$ cat config.mk
export PLATFORM = sky130hd
export DESIGN_NAME = held_input_state_tracker_unit
export DESIGN_NICKNAME = d
export VERILOG_FILES = /design/src/rtl/core/hist_pkg.sv /design/src/rtl/core/held_input_state_tracker_unit.sv /design/src/rtl/core/hist_ram.sv /design/src/rtl/core/hist_ctrl.sv /design/src/rtl/core/hist_datapath.sv
export VERILOG_INCLUDE_DIRS = /design/src /design/src/rtl/core
export SDC_FILE = /design/constraint.sdc
export NUM_CORES = 1
export LEC_CHECK = 0
export BUFFER_PORTS_ARGS = -buffer_cell sky130_fd_sc_hd__clkbuf_2
export CAP_MARGIN = 10
export CORE_MARGIN = 1.5
export CORE_UTILIZATION = 35
export CTS_BUF_LIST = sky130_fd_sc_hd__clkbuf_16
export CTS_CLUSTER_DIAMETER = 200
export CTS_CLUSTER_SIZE = 28
export DETAILED_ROUTE_END_ITERATION = 10
export GPL_ROUTABILITY_DRIVEN = 0
export PLACE_DENSITY = 0.61
export SLEW_MARGIN = 20
export SYNTH_ARGS = -nofsm -noshare
export SYNTH_HDL_FRONTEND = slang
export SYNTH_SLANG_ARGS = --single-unit
$ cat constraint.sdc
create_clock -name clock -period 6.1 [get_ports clock]
set_input_delay 0.915 -clock clock [delete_from_list [all_inputs] [get_ports clock]]
set_output_delay 0.915 -clock clock [all_outputs]
set_load 0.1 [all_outputs]
$ cat src/rtl/core/held_input_state_tracker_unit_defines.svh
// assertion macros shared by the tracker rtl
`ifndef HELD_INPUT_STATE_TRACKER_UNIT_DEFINES_SVH
`define HELD_INPUT_STATE_TRACKER_UNIT_DEFINES_SVH
`ifndef SYNTHESIS
// property checked at every clock edge outside reset
`define HIST_ASSERT(lbl, clk, rst, prop, msg) \
   lbl: assert property (@(posedge clk) disable iff (rst) (prop)) else $error(msg);
// condition in one cycle implies property in the next
`define HIST_ASSERT_NEXT(lbl, clk, rst, cond, prop, msg) \
   lbl: assert property (@(posedge clk) disable iff (rst) (cond) |=> (prop)) else $error(msg);
`else
`define HIST_ASSERT(lbl, clk, rst, prop, msg)
`define HIST_ASSERT_NEXT(lbl, clk, rst, cond, prop, msg)
`endif
`endif

$ cat src/rtl/core/hist_pkg.sv
package hist_pkg;

   localparam int CODE_BITS  = 25;
   localparam int STATE_BITS = 3;
   localparam int OP_BITS    = 3;

   // command codes
   localparam logic [OP_BITS-1:0] CMD_PRESS   = 3'd0;
   localparam logic [OP_BITS-1:0] CMD_RELEASE = 3'd1;
   localparam logic [OP_BITS-1:0] CMD_TICK    = 3'd2;
   localparam logic [OP_BITS-1:0] CMD_QUERY   = 3'd3;
   localparam logic [OP_BITS-1:0] CMD_CLEAR   = 3'd4;

   // per-entry state codes
   localparam logic [STATE_BITS-1:0] ST_INVALID      = 3'd0;
   localparam logic [STATE_BITS-1:0] ST_REGISTERED   = 3'd1;
   localparam logic [STATE_BITS-1:0] ST_TRIGGERED    = 3'd2;
   localparam logic [STATE_BITS-1:0] ST_PRESSED      = 3'd3;
   localparam logic [STATE_BITS-1:0] ST_UNREGISTERED = 3'd4;
   localparam logic [STATE_BITS-1:0] ST_RELEASED     = 3'd5;

   // datapath actions issued by the controller
   typedef enum logic [3:0] {
      ACT_NONE,
      ACT_LOAD,
      ACT_SCAN_INIT,
      ACT_TICK_INIT,
      ACT_CLEAR,
      ACT_READ,
      ACT_SCAN_CMP,
      ACT_SCAN_APPLY,
      ACT_TICK_MOVE,
      ACT_TICK_TBL_END,
      ACT_RESULT
   } hist_act_type;

   typedef struct packed {
      logic         in_ready;
      hist_act_type act;
   } hist_cmd_type;

   typedef struct packed {
      logic [OP_BITS-1:0] op;
      logic               hit;
      logic               scan_end;
      logic               on_key;
      logic               out_free;
   } hist_status_type;

   // state advance applied on a frame tick
   function automatic logic [STATE_BITS-1:0] adv_state(input logic [STATE_BITS-1:0] s);
      logic [STATE_BITS-1:0] r;
      r = s;
      case (s)
         ST_REGISTERED:   r = ST_TRIGGERED;
         ST_TRIGGERED:    r = ST_PRESSED;
         ST_UNREGISTERED: r = ST_RELEASED;
         default:         r = s;
      endcase
      return r;
   endfunction

endpackage

$ cat src/rtl/core/held_input_state_tracker_unit.sv
// channel   direction  tdata (low bit up)                      tuser
// req       in         code, cursor_x, cursor_y, zero pad      command, device
// rsp       out        code_state, delta_x, delta_y, zero pad  table_full
//
// one transaction at a time; the next request can be taken in the cycle after a result loads
// press, release, query: read and compare entries one at a time until a hit or the table end, then apply
// frame tick: compacts buttons then keys, one ram read and write step per entry
// clear and unused commands: go straight to the result
// synchronous active-high reset empties both tables and zeroes the cursor state
// a stalled rsp holds its result; the next result waits in the datapath while the controller holds
module held_input_state_tracker_unit import hist_pkg::*; #(
   parameter int KEY_SLOTS     = 16,
   parameter int BUTTON_SLOTS  = 8,
   parameter int POSITION_BITS = 16
) (
   input  logic clock,
   input  logic reset,
   input  logic req_tvalid,
   output logic req_tready,
   // code, cursor_x, cursor_y, zero pad
   input  logic [((CODE_BITS + 2*POSITION_BITS + 7) / 8) * 8 - 1:0] req_tdata,
   // command, device
   input  logic [OP_BITS:0] req_tuser,
   output logic rsp_tvalid,
   input  logic rsp_tready,
   // code_state, delta_x, delta_y, zero pad
   output logic [((STATE_BITS + 2*(POSITION_BITS + 1) + 7) / 8) * 8 - 1:0] rsp_tdata,
   // table_full
   output logic rsp_tuser
);

   localparam int P        = POSITION_BITS;
   localparam int OUT_USED = STATE_BITS + 2*(P + 1);
   localparam int OUT_BITS = ((OUT_USED + 7) / 8) * 8;
   localparam int OUT_PAD  = OUT_BITS - OUT_USED;

   hist_cmd_type          ctl_cmd;
   hist_status_type       dp_status;
   logic [STATE_BITS-1:0] code_state;
   logic [P:0]            delta_x;
   logic [P:0]            delta_y;

   hist_ctrl u_ctrl (
      .clock      (clock),
      .reset      (reset),
      .req_tvalid (req_tvalid),
      .status     (dp_status),
      .cmd        (ctl_cmd)
   );

   hist_datapath #(
      .KEY_SLOTS     (KEY_SLOTS),
      .BUTTON_SLOTS  (BUTTON_SLOTS),
      .POSITION_BITS (POSITION_BITS)
   ) u_datapath (
      .clock          (clock),
      .reset          (reset),
      .cmd            (ctl_cmd),
      .status         (dp_status),
      .in_command     (req_tuser[OP_BITS-1:0]),
      .in_device      (req_tuser[OP_BITS]),
      .in_code        (req_tdata[CODE_BITS-1:0]),
      .in_cursor_x    (req_tdata[CODE_BITS +: P]),
      .in_cursor_y    (req_tdata[CODE_BITS + P +: P]),
      .out_valid      (rsp_tvalid),
      .out_ready      (rsp_tready),
      .out_code_state (code_state),
      .out_delta_x    (delta_x),
      .out_delta_y    (delta_y),
      .out_table_full (rsp_tuser)
   );

   assign req_tready = ctl_cmd.in_ready;
   assign rsp_tdata  = {{OUT_PAD{1'b0}}, delta_y, delta_x, code_state};

endmodule

$ cat src/rtl/core/hist_ram.sv
module hist_ram #(
   parameter int WIDTH = 28,
   parameter int DEPTH = 16
) (
   input  logic                                   clock,
   input  logic                                   wr_en,
   input  logic [(DEPTH > 1 ? $clog2(DEPTH) : 1)-1:0] wr_addr,
   input  logic [WIDTH-1:0]                       wr_data,
   input  logic                                   rd_en,
   input  logic [(DEPTH > 1 ? $clog2(DEPTH) : 1)-1:0] rd_addr,
   output logic [WIDTH-1:0]                       rd_data
);

   logic [WIDTH-1:0] mem [DEPTH];

   // one write port, one registered read port
   always_ff @(posedge clock) begin
      if (wr_en) begin
         mem[wr_addr] <= wr_data;
      end
      if (rd_en) begin
         rd_data <= mem[rd_addr];
      end
   end

endmodule

$ cat src/rtl/core/hist_ctrl.sv
`include "held_input_state_tracker_unit_defines.svh"

module hist_ctrl import hist_pkg::*; (
   input  logic            clock,
   input  logic            reset,
   input  logic            req_tvalid,
   input  hist_status_type status,
   output hist_cmd_type    cmd
);

   typedef enum logic [2:0] {
      S_IDLE,
      S_DISPATCH,
      S_SCAN_RD,
      S_SCAN_CHK,
      S_SCAN_END,
      S_TICK_RD,
      S_TICK_CHK,
      S_RESULT
   } state_type;

   state_type    state_ff, state_in;
   logic         ready_ff, ready_in;
   hist_act_type act;

   // next state and action decode
   always_comb begin
      act      = ACT_NONE;
      state_in = state_ff;
      unique case (state_ff)
         S_IDLE: begin
            if (req_tvalid && ready_ff) begin
               act      = ACT_LOAD;
               state_in = S_DISPATCH;
            end
         end
         S_DISPATCH: begin
            unique case (status.op) inside
               CMD_PRESS, CMD_RELEASE, CMD_QUERY: begin
                  act      = ACT_SCAN_INIT;
                  state_in = S_SCAN_RD;
               end
               CMD_TICK: begin
                  act      = ACT_TICK_INIT;
                  state_in = S_TICK_RD;
               end
               CMD_CLEAR: begin
                  act      = ACT_CLEAR;
                  state_in = S_RESULT;
               end
               default: begin
                  state_in = S_RESULT;
               end
            endcase
         end
         S_SCAN_RD: begin
            if (status.scan_end) begin
               state_in = S_SCAN_END;
            end else begin
               act      = ACT_READ;
               state_in = S_SCAN_CHK;
            end
         end
         S_SCAN_CHK: begin
            act      = ACT_SCAN_CMP;
            state_in = status.hit ? S_SCAN_END : S_SCAN_RD;
         end
         S_SCAN_END: begin
            act      = ACT_SCAN_APPLY;
            state_in = S_RESULT;
         end
         S_TICK_RD: begin
            if (status.scan_end) begin
               act      = ACT_TICK_TBL_END;
               state_in = status.on_key ? S_RESULT : S_TICK_RD;
            end else begin
               act      = ACT_READ;
               state_in = S_TICK_CHK;
            end
         end
         S_TICK_CHK: begin
            act      = ACT_TICK_MOVE;
            state_in = S_TICK_RD;
         end
         S_RESULT: begin
            act = ACT_RESULT;
            if (status.out_free) begin
               state_in = S_IDLE;
            end
         end
         default: begin
            state_in = S_IDLE;
         end
      endcase
      ready_in = (state_in == S_IDLE);
   end

   // state and registered ready
   always_ff @(posedge clock) begin
      if (reset) begin
         state_ff <= S_IDLE;
         ready_ff <= 1'b1;
      end else begin
         state_ff <= state_in;
         ready_ff <= ready_in;
      end
   end

   assign cmd.in_ready = ready_ff;
   assign cmd.act      = act;

   `HIST_ASSERT_NEXT(a_accept_drops_ready, clock, reset, req_tvalid && ready_ff, !ready_ff, "ready stayed high after a transaction was accepted")

endmodule

$ cat src/rtl/core/hist_datapath.sv
`include "held_input_state_tracker_unit_defines.svh"

module hist_datapath import hist_pkg::*; #(
   parameter int KEY_SLOTS     = 16,
   parameter int BUTTON_SLOTS  = 8,
   parameter int POSITION_BITS = 16
) (
   input  logic                     clock,
   input  logic                     reset,
   input  hist_cmd_type             cmd,
   output hist_status_type          status,
   input  logic [OP_BITS-1:0]       in_command,
   input  logic                     in_device,
   input  logic [CODE_BITS-1:0]     in_code,
   input  logic [POSITION_BITS-1:0] in_cursor_x,
   input  logic [POSITION_BITS-1:0] in_cursor_y,
   output logic                     out_valid,
   input  logic                     out_ready,
   output logic [STATE_BITS-1:0]    out_code_state,
   output logic [POSITION_BITS:0]   out_delta_x,
   output logic [POSITION_BITS:0]   out_delta_y,
   output logic                     out_table_full
);

   localparam int KCW        = $clog2(KEY_SLOTS + 1);
   localparam int BCW        = $clog2(BUTTON_SLOTS + 1);
   localparam int IW         = (KCW > BCW) ? KCW : BCW;
   localparam int KAW        = (KEY_SLOTS > 1) ? $clog2(KEY_SLOTS) : 1;
   localparam int BAW        = (BUTTON_SLOTS > 1) ? $clog2(BUTTON_SLOTS) : 1;
   localparam int ENTRY_BITS = CODE_BITS + STATE_BITS;
   localparam int P          = POSITION_BITS;

   // latched transaction
   logic [OP_BITS-1:0]   op_ff, op_in;
   logic                 dev_ff, dev_in;
   logic [CODE_BITS-1:0] code_ff, code_in;
   logic [P-1:0]         cx_ff, cx_in;
   logic [P-1:0]         cy_ff, cy_in;

   // table bookkeeping
   logic [KCW-1:0]        key_count_ff, key_count_in;
   logic [BCW-1:0]        btn_count_ff, btn_count_in;
   logic [IW-1:0]         i_ff, i_in;
   logic [IW-1:0]         w_ff, w_in;
   logic                  tbl_ff, tbl_in;
   logic                  found_ff, found_in;
   logic [IW-1:0]         fidx_ff, fidx_in;
   logic [STATE_BITS-1:0] fstate_ff, fstate_in;

   // cursor tracking
   logic [P-1:0] last_x_ff, last_x_in;
   logic [P-1:0] last_y_ff, last_y_in;
   logic [P:0]   move_x_ff, move_x_in;
   logic [P:0]   move_y_ff, move_y_in;

   // pending result and output register
   logic [STATE_BITS-1:0] res_state_ff, res_state_in;
   logic                  res_full_ff, res_full_in;
   logic                  rsp_valid_ff, rsp_valid_in;
   logic [STATE_BITS-1:0] rsp_state_ff, rsp_state_in;
   logic [P:0]            rsp_dx_ff, rsp_dx_in;
   logic [P:0]            rsp_dy_ff, rsp_dy_in;
   logic                  rsp_full_ff, rsp_full_in;

   // memory ports
   logic                  wr_en;
   logic [IW-1:0]         wr_idx;
   logic [ENTRY_BITS-1:0] wr_entry;
   logic                  rd_en;
   logic [ENTRY_BITS-1:0] key_rd, btn_rd, rd_entry;
   logic [CODE_BITS-1:0]  rd_code;
   logic [STATE_BITS-1:0] rd_state;
   logic [IW-1:0]         cnt_sel;
   logic [IW-1:0]         slots_sel;
   logic                  hit;
   logic                  out_free;

   hist_ram #(.WIDTH(ENTRY_BITS), .DEPTH(KEY_SLOTS)) u_key_ram (
      .clock   (clock),
      .wr_en   (wr_en && !tbl_ff),
      .wr_addr (wr_idx[KAW-1:0]),
      .wr_data (wr_entry),
      .rd_en   (rd_en),
      .rd_addr (i_ff[KAW-1:0]),
      .rd_data (key_rd)
   );

   hist_ram #(.WIDTH(ENTRY_BITS), .DEPTH(BUTTON_SLOTS)) u_btn_ram (
      .clock   (clock),
      .wr_en   (wr_en && tbl_ff),
      .wr_addr (wr_idx[BAW-1:0]),
      .wr_data (wr_entry),
      .rd_en   (rd_en),
      .rd_addr (i_ff[BAW-1:0]),
      .rd_data (btn_rd)
   );

   // selected table view
   assign rd_entry  = tbl_ff ? btn_rd : key_rd;
   assign rd_code   = rd_entry[CODE_BITS-1:0];
   assign rd_state  = rd_entry[ENTRY_BITS-1 -: STATE_BITS];
   assign cnt_sel   = tbl_ff ? IW'(btn_count_ff) : IW'(key_count_ff);
   assign slots_sel = tbl_ff ? IW'(BUTTON_SLOTS) : IW'(KEY_SLOTS);
   assign hit       = (rd_code == code_ff);
   assign out_free  = !rsp_valid_ff || out_ready;
   assign rd_en     = (cmd.act == ACT_READ);

   // next-state logic per controller action
   always_comb begin
      op_in        = op_ff;
      dev_in       = dev_ff;
      code_in      = code_ff;
      cx_in        = cx_ff;
      cy_in        = cy_ff;
      key_count_in = key_count_ff;
      btn_count_in = btn_count_ff;
      i_in         = i_ff;
      w_in         = w_ff;
      tbl_in       = tbl_ff;
      found_in     = found_ff;
      fidx_in      = fidx_ff;
      fstate_in    = fstate_ff;
      last_x_in    = last_x_ff;
      last_y_in    = last_y_ff;
      move_x_in    = move_x_ff;
      move_y_in    = move_y_ff;
      res_state_in = res_state_ff;
      res_full_in  = res_full_ff;
      rsp_state_in = rsp_state_ff;
      rsp_dx_in    = rsp_dx_ff;
      rsp_dy_in    = rsp_dy_ff;
      rsp_full_in  = rsp_full_ff;
      rsp_valid_in = rsp_valid_ff && !out_ready;
      wr_en        = 1'b0;
      wr_idx       = w_ff;
      wr_entry     = {rd_state, rd_code};
      case (cmd.act)
         ACT_LOAD: begin
            op_in        = in_command;
            dev_in       = in_device;
            code_in      = in_code;
            cx_in        = in_cursor_x;
            cy_in        = in_cursor_y;
            res_state_in = ST_INVALID;
            res_full_in  = 1'b0;
         end
         ACT_SCAN_INIT: begin
            i_in     = '0;
            w_in     = '0;
            tbl_in   = dev_ff;
            found_in = 1'b0;
         end
         ACT_TICK_INIT: begin
            // buttons are compacted first, then keys
            i_in      = '0;
            w_in      = '0;
            tbl_in    = 1'b1;
            move_x_in = {cx_ff[P-1], cx_ff} - {last_x_ff[P-1], last_x_ff};
            move_y_in = {cy_ff[P-1], cy_ff} - {last_y_ff[P-1], last_y_ff};
            last_x_in = cx_ff;
            last_y_in = cy_ff;
         end
         ACT_CLEAR: begin
            key_count_in = '0;
            btn_count_in = '0;
         end
         ACT_SCAN_CMP: begin
            if (hit) begin
               found_in  = 1'b1;
               fidx_in   = i_ff;
               fstate_in = rd_state;
            end else begin
               i_in = i_ff + 1'b1;
            end
         end
         ACT_SCAN_APPLY: begin
            if (op_ff == CMD_PRESS) begin
               if (found_ff) begin
                  res_state_in = fstate_ff;
               end else if (cnt_sel < slots_sel) begin
                  // append as registered at the end of the table
                  wr_en        = 1'b1;
                  wr_idx       = cnt_sel;
                  wr_entry     = {ST_REGISTERED, code_ff};
                  res_state_in = ST_REGISTERED;
                  if (tbl_ff) begin
                     btn_count_in = btn_count_ff + 1'b1;
                  end else begin
                     key_count_in = key_count_ff + 1'b1;
                  end
               end else begin
                  res_full_in = 1'b1;
               end
            end else if (op_ff == CMD_RELEASE) begin
               if (found_ff) begin
                  wr_en        = 1'b1;
                  wr_idx       = fidx_ff;
                  wr_entry     = {ST_UNREGISTERED, code_ff};
                  res_state_in = ST_UNREGISTERED;
               end
            end else begin
               res_state_in = found_ff ? fstate_ff : ST_INVALID;
            end
         end
         ACT_TICK_MOVE: begin
            // keep non-released entries in order with their advanced state
            if (rd_state != ST_RELEASED) begin
               wr_en    = 1'b1;
               wr_idx   = w_ff;
               wr_entry = {adv_state(rd_state), rd_code};
               w_in     = w_ff + 1'b1;
            end
            i_in = i_ff + 1'b1;
         end
         ACT_TICK_TBL_END: begin
            if (tbl_ff) begin
               btn_count_in = w_ff[BCW-1:0];
               tbl_in       = 1'b0;
               i_in         = '0;
               w_in         = '0;
            end else begin
               key_count_in = w_ff[KCW-1:0];
            end
         end
         ACT_RESULT: begin
            if (out_free) begin
               rsp_valid_in = 1'b1;
               rsp_state_in = res_state_ff;
               rsp_dx_in    = move_x_ff;
               rsp_dy_in    = move_y_ff;
               rsp_full_in  = res_full_ff;
            end
         end
         default: begin
         end
      endcase
   end

   // control and state registers
   always_ff @(posedge clock) begin
      if (reset) begin
         key_count_ff <= '0;
         btn_count_ff <= '0;
         i_ff         <= '0;
         w_ff         <= '0;
         tbl_ff       <= 1'b0;
         found_ff     <= 1'b0;
         last_x_ff    <= '0;
         last_y_ff    <= '0;
         move_x_ff    <= '0;
         move_y_ff    <= '0;
         rsp_valid_ff <= 1'b0;
      end else begin
         key_count_ff <= key_count_in;
         btn_count_ff <= btn_count_in;
         i_ff         <= i_in;
         w_ff         <= w_in;
         tbl_ff       <= tbl_in;
         found_ff     <= found_in;
         last_x_ff    <= last_x_in;
         last_y_ff    <= last_y_in;
         move_x_ff    <= move_x_in;
         move_y_ff    <= move_y_in;
         rsp_valid_ff <= rsp_valid_in;
      end
   end

   // payload registers
   always_ff @(posedge clock) begin
      op_ff        <= op_in;
      dev_ff       <= dev_in;
      code_ff      <= code_in;
      cx_ff        <= cx_in;
      cy_ff        <= cy_in;
      fidx_ff      <= fidx_in;
      fstate_ff    <= fstate_in;
      res_state_ff <= res_state_in;
      res_full_ff  <= res_full_in;
      rsp_state_ff <= rsp_state_in;
      rsp_dx_ff    <= rsp_dx_in;
      rsp_dy_ff    <= rsp_dy_in;
      rsp_full_ff  <= rsp_full_in;
   end

   assign status.op       = op_ff;
   assign status.hit      = hit;
   assign status.scan_end = (i_ff == cnt_sel);
   assign status.on_key   = !tbl_ff;
   assign status.out_free = out_free;

   assign out_valid      = rsp_valid_ff;
   assign out_code_state = rsp_state_ff;
   assign out_delta_x    = rsp_dx_ff;
   assign out_delta_y    = rsp_dy_ff;
   assign out_table_full = rsp_full_ff;

   `HIST_ASSERT(a_key_count_max, clock, reset, key_count_ff <= KEY_SLOTS, "key table count beyond its slots")
   `HIST_ASSERT(a_btn_count_max, clock, reset, btn_count_ff <= BUTTON_SLOTS, "button table count beyond its slots")
   `HIST_ASSERT(a_write_behind_read, clock, reset, w_ff <= i_ff, "compaction write index passed the read index")
   `HIST_ASSERT_NEXT(a_result_loads, clock, reset, cmd.act == ACT_RESULT && out_free, rsp_valid_ff, "result was not loaded into the output register")

endmodule

[Word level (Yosys, flattened, before mapping)]
Memories as Yosys holds them, arrays and structs flattened. A register that Yosys moved wholly into a read port is not among the register bits.
Cells that the tools add are included.
Word-level totals
  register bits: 202
  memory bits (writable): 672
  bits of input ports: 72
  output and inout port bits: 43
  word-level logic and storage cells: 177
  memories kept: 2
Memory list
  u_datapath.u_key_ram.mem: words 16, width 28, read ports 1, clocked after memory_dff 1, wr ports 1, RTL line hist_ram.sv:14  | logic [WIDTH-1:0] mem [DEPTH];
  u_datapath.u_btn_ram.mem: words 8, width 28, read ports 1, clocked after memory_dff 1, wr ports 1, RTL line hist_ram.sv:14
Operators by class
  $add $sub $neg: 6
  $lt $le $gt $ge: 1
  equality and inequality tests: 40
  multiplexer cells: 74
  reduce and logical (&&, ||, !) cells: 28
Operator list (number)
  $mux 28: 7
  $pmux 28 s2: 1
  $mux 5: 10
  $mux 4: 12
  $mux 3: 12
  $sub 16x16->17: 2
  $pmux 4 s8: 1
  $pmux 5 s3: 2
  $eq 25x25->1: 1
  $pmux 3 s8: 1
  $pmux 5 s4: 1
  $eq 3x3->1 const B: 6
  $pmux 3 s3: 2
  $mux 1: 17
  $eq 4x3->1 const B: 4
  $add 5x1->5 const B: 3
  $eq 3x2->1 const B: 5
  $eq 4x4->1 const B: 3
  $ne 2x2->1 const B: 6
  $pmux 3 s2: 2
  $pmux 4 s3: 1
  $reduce_and 6->1: 2
  $ne 2x1->1 const B: 5
  $eq 3x1->1 const B: 3
  other kinds (23): 40

[Longest topological paths before layout]
  depth in word-level cells: 9
  depth in mapped cells: 10
  depth with buffers taken out: 10

[Modules after synthesis]
From an unflattened synthesis, not the netlist that was laid out.
Unflattened totals
  cell total of the unflattened synthesis: 2117
  area, all modules: 37140.6 um2
By module, submodules not included
  hist_ram (u_datapath.u_key_ram): times used 1, cells each 735, area each 17803.3 um2, seq. area each 14293.7 um2
  hist_datapath: times used 1, cells each 963, area each 9595.5 um2, seq. area each 5064.9 um2
  hist_ram (u_datapath.u_btn_ram): times used 1, cells each 364, area each 9322.7 um2, seq. area each 7567.3 um2
  hist_ctrl: times used 1, cells each 51, area each 392.9 um2, seq. area each 80.1 um2
  held_input_state_tracker_unit: times used 1, cells each 4, area each 26.3 um2, seq. area each 0.0 um2

[Worst setup path before layout]
No wires, ideal clock.
  kind: reg-to-reg
  start: reg u_datapath.tbl_ff
  end: reg u_datapath.u_btn_ram.rd_data[0] (read register of u_datapath.u_btn_ram.mem) (enable)
  library setup time: 470 ps
  data arrival time: 3637 ps
  required time: 5630 ps
  path slack: 1993 ps
  stages on the path, launching flop included: 7
  buffers on the path: 1
  clock period less this slack: 4107 ps
  cells stage by stage: dfxtp_1 buf_6 mux2_2 xnor2_1 or3_1 nor2_1 nor2_1
On the way
  word-level cells in the longest chain between the ends: 5
  elaborated cells on any way between the ends: 6
  classes of those cells: eq/ne: 2; mux: 4
Ends and longest elaborated chain
  start, declared: RTL line hist_datapath.sv:45  | logic tbl_ff, tbl_in;
  start signal, assigned: RTL line hist_datapath.sv:258  | tbl_ff <= tbl_in;
  $mux 5 (*): RTL line hist_datapath.sv:102  | assign cnt_sel = tbl_ff ? IW'(btn_count_ff) : IW'(key_count_ff);
  $eq 5x5->1 (*): RTL line hist_datapath.sv:287  | assign status.scan_end = (i_ff == cnt_sel);
  $mux 3 / $mux 4 (equally long branches): RTL line hist_ctrl.sv:57, hist_ctrl.sv:73
  $pmux 4 s8 (*): RTL line hist_ctrl.sv:30  | unique case (state_ff)
  $eq 4x3->1 (*): RTL line hist_datapath.sv:106  | assign rd_en = (cmd.act == ACT_READ);
  end, declared: RTL line hist_ram.sv:11  | output logic [WIDTH-1:0] rd_data
Every way passes the cells marked *; elsewhere a longest branch is shown, timed or not.
A chain may end at the register's enable or synchronous reset.

[Final worst setup path]
  start: reg u_ctrl.state_ff[2]
  end: mem u_datapath.u_key_ram.mem[15][5] (enable)
On the way
  word-level cells in the longest chain between the ends: 7
  elaborated cells on any way between the ends: 16
  classes of those cells: eq/ne: 9; mux: 5; reduce/logical: 2
Ends and longest elaborated chain
  start, declared: RTL line hist_ctrl.sv:22  | state_type state_ff, state_in;
  start signal, assigned: RTL line hist_ctrl.sv:104  | state_ff <= state_in;
  $eq 3x3->1 (tied with other cells): RTL line hist_ctrl.sv:30
  $pmux 4 s8 (*): RTL line hist_ctrl.sv:30
  $eq 4x4->1 / $eq 4x3->1 (equally long branches): RTL line hist_datapath.sv:137  | case (cmd.act)
  $pmux 1 s2: RTL line hist_datapath.sv:137
  $logic_and 1x1->1: RTL line hist_datapath.sv:80  | .wr_en (wr_en && !tbl_ff),
  $mux 1: RTL line hist_ram.sv:18  | if (wr_en) begin
  $mux 1 (implied by the code): RTL line hist_ram.sv:19  | mem[wr_addr] <= wr_data;
  end, declared: RTL line hist_ram.sv:14
Marks and branches as above.

==> impl_summary.log <==
[metrics] placeable core region: between 0.1 and 0.15 sq mm
[metrics] insertion delay to the later sink of the worst-skew pair: between 600 and 700 ps
[metrics] max cap viols: 0
[metrics] unrepaired setup endpoints after global routing: false
[metrics] buffer depth of the longest clock path: 3
[metrics] quantity of I/O buffers inserted on ports: around 100
[metrics] Pre-Repair DR Iteration Count: 5
[metrics] I/O pins: about 120
[metrics] Total Neg Setup Slack: 0 ps
[metrics] post-detail-place hpwl: between 40000 and 50000 microns
[metrics] library cell used as clock root buffer: clkbuf_16
[metrics] filler cell count in the final layout: between 9000 and 10000
[metrics] status: finished, final reports clean
[metrics] Seq pwr share: 58.6%
[metrics] Total Die Area: 0.108 sq mm
[metrics] cells resized by post-CTS repair: 0
[metrics] GRT Residual Overflow: 0
[metrics] WP data required: 6410 ps
[metrics] P per Cell Area: 331 mW/mm^2
[metrics] Die X-Extent: between 300 and 400 microns
[metrics] first-pass GRT wire length: 122000 microns
[metrics] overall global routing resource usage: around 15%
[metrics] count of inserted antenna diode cells: 0
[metrics] total leakage power: 0.0123 uW
[metrics] post-place instance area: approximately 0.040 sq mm
[metrics] largest fanout on the critical path: 22
[metrics] Max Freq: between 200 and 250 MHz
[metrics] TritonCTS clock tree: built
[metrics] Initial Utilization: between 30% and 40%
[metrics] WP data arrival: slightly below 5000 ps
[metrics] setup bufs post-CTS: 0
[metrics] quantity of hold-fixing buffers added after cts: 0
[metrics] Mean Syn Cell Area: approximately 18 sq um
[metrics] Clock Sinks: between 900 and 1000
[metrics] number of H-tree branching levels: 2
[metrics] timing startpoint of the critical path: u_ctrl.state_ff[2]
[metrics] worst slew margin relative to its limit: between 30% and 40%
[metrics] number of different library cells in the post-synthesis netlist: 70
[metrics] final number of setup-violating endpoints: 0
[metrics] count of flip-flops with a built-in enable after synthesis: roughly 840
[metrics] class of the tightest hold or removal check: register to register
[metrics] final-report hold violation count: 0
[metrics] reg-to-reg slack, setup: roughly 1600 ps
[metrics] DIE HEIGHT: about 330 microns
[metrics] vias per std cell: 5.22
[metrics] share of layout cells above drive strength 1: 22.9%
[metrics] termination of the worst setup path: u_datapath.u_key_ram.mem[15][5]
[metrics] initial detailed-routing violation count: roughly 1800
[metrics] setup clock skew after layout: ~24 ps
[metrics] Rows: approximately 120
[metrics] count of state elements after synthesis: a little over 900
[metrics] most common library cell in the layout ignoring fill and taps: edfxtp_1
[metrics] Post-synth ARST share: 0%
[metrics] power share of the clock group: 22.9%
[metrics] maximum ir drop on the vdd rail: around 0.00025 V
[metrics] cell depth of the worst min-delay path: 0
[metrics] number of antenna violations at the first check in global routing: 1
[metrics] clock slew at the register clock pins of the worst setup and hold paths: between 100 and 150 ps
[metrics] number of max-slew violations in the final report: 0
[metrics] wire length per cell after detailed routing: around 23 microns
[metrics] antenna violation net count after detailed routing: 0
[metrics] critical path capture point type: register
[metrics] minimum clock period after layout: 4510 ps
[metrics] routed wire length: between 80000 and 90000 microns
[metrics] number of warnings reported in the yosys synthesis log: 0
[metrics] part of the Yosys area used for sequential elements: ~73%
[metrics] cell count after synthesis: 2059
[metrics] fraction of power spent switching nets: roughly 27%
[metrics] commonest cells after routing, fill and taps aside: edfxtp_1 (838), mux4_2 (196), nand2_1 (132)
[metrics] final design area excluding fillers: approximately 0.04 sq mm
[metrics] commonest register cell after synthesis: edfxtp_1
[metrics] number of DRC violations after detailed routing: 0
[metrics] CP Launch Type: register
[metrics] post-synthesis to final-layout area growth: 9.90%
[metrics] hold slack final: roughly 440 ps
[metrics] number of nets in the layout: between 2000 and 2500
[metrics] Reg-to-Reg End: u_datapath.u_key_ram.mem[15][5]
[metrics] r2r worst-path depth: 8
[metrics] Final period util: about three quarters
[metrics] Combinational Power Share: roughly 19%
[metrics] Cell Int Power: 9800 uW
[metrics] number of clock buffers inserted by TritonCTS: 39
[metrics] post-synthesis instance area: 0.0370 sq mm
[metrics] net switching power: ~3700 uW
[metrics] largest net degree at the start of global routing: around 110
[metrics] Worst-Margin Slew: slightly above 1000 ps
[metrics] launching point of the worst reg2reg path: u_ctrl.state_ff[2]
[metrics] Via Count: ~19000
[metrics] crit path kind: register to register
[metrics] number of global-route vias before repair: 19100
==> through the flow <==
step / power, uW / setup slack (ps) / std cells / util, %
global route: 14100 / 1330 / 3572 / 38.7
CTS: 13600 / 1650 / 3572 / 38.7
global placement: 10500 / 1760 / 3517 / 37.7
finish: 13500 / 1590 / 3572 / 38.7
floorplan: 9760 / 1990 / 2061 / -
detailed placement: 10600 / 1650 / 3518 / 37.7
==> layout make-up <==
cell class	instances	area [sq um]	area share (%)
Inverter	50	189	0.465
Clock inverter	15	95.1	0.234
Sequential cell	930	27000	66.5
Multi-Input combinational cell	981	9600	23.6
Tap cell	1391	1740	4.28
Clock buffer	39	976	2.40
Timing Repair Buffer	166	1040	2.55
==> synthesized netlist by cell type, drive strengths merged (33+ instances only) <==
master / count / share of area, %
nand2: 132 / 1.3
clkbuf: 73 / 0.74
mux4: 196 / 12
inv: 49 / 0.50
mux2: 33 / 1.0
xnor2: 41 / 0.97
ha: 36 / 1.2
a21oi: 120 / 1.6
nor2: 105 / 1.1
edfxtp: 838 / 68
dfxtp: 92 / 5.0
nand3: 35 / 0.47
==> layer usage <==
layer	global-route usage, %	vias to the layer above	share of wire (%)
met5	0	-	0.011
met4	3.56	2	2.0
met3	1.82	90	4.8
met2	26.0	508	50
met1	20.6	9752	43
li1	-	8296	-
==> cells by family after synthesis <==
logic type | count (synthesis) | share of synthesized area (%)
compound gates | 242 | 4.02
fa+ha+maj | 38 | 1.33
simple gates | 390 | 4.97
other cells | 1 | 0.0101
mux | 261 | 13.8
xor+xnor | 47 | 1.11
flops | 930 | 73.0
buf+inv | 150 | 1.73
==> sequential cells by signal, indices dropped and copies added (netlist names), 16 cells and up <==
register / flops
u_datapath.u_key_ram.rd_data: 28
u_datapath.out_delta_x: 17
u_datapath.u_key_ram.mem: 448
u_datapath.move_x_ff: 17
u_datapath.cy_ff: 16
u_datapath.last_x_ff: 16
u_datapath.code_ff: 25
u_datapath.u_btn_ram.rd_data: 28
u_datapath.move_y_ff: 17
u_datapath.u_btn_ram.mem: 224
u_datapath.cx_ff: 16
u_datapath.out_delta_y: 17
u_datapath.last_y_ff: 16
==> critical path, cell delays in order (launching register included) <==
cell and delay, ps:
dfxtp_1 620, nor2b_1 440, nand2b_1 520, inv_1 570, o21ai_4 140, a21oi_1 270
nand3_1 380, nor2_4 830, buf_4 410
==> power by group through the flow <==
stage          Clock [uW]  Combinational [uW]  Sequential, uW
2_1_floorplan           0                1820            7940
3_3_place_gp            0                2440            8030
3_5_place_dp            0                2530            8040
4_1_cts              3190                2530            7900
5_1_grt              3380                2750            7930
6_report             3080                2500            7890
==> how the worst min path moves through the flow <==
stage,from,to,slack (ps)
CTS,req_tdata[10],u_datapath.code_ff[10],400
floorplan,u_datapath.res_state_ff[0],u_datapath.out_code_state[0],400
global placement,u_datapath.res_state_ff[0],u_datapath.out_code_state[0],410
finish,u_datapath.res_state_ff[0],u_datapath.out_code_state[0],440
detailed placement,u_datapath.res_state_ff[1],u_datapath.out_code_state[1],420
global route,req_tdata[24],u_datapath.code_ff[24],420
Note: power is estimated with default switching activity, not from simulation.
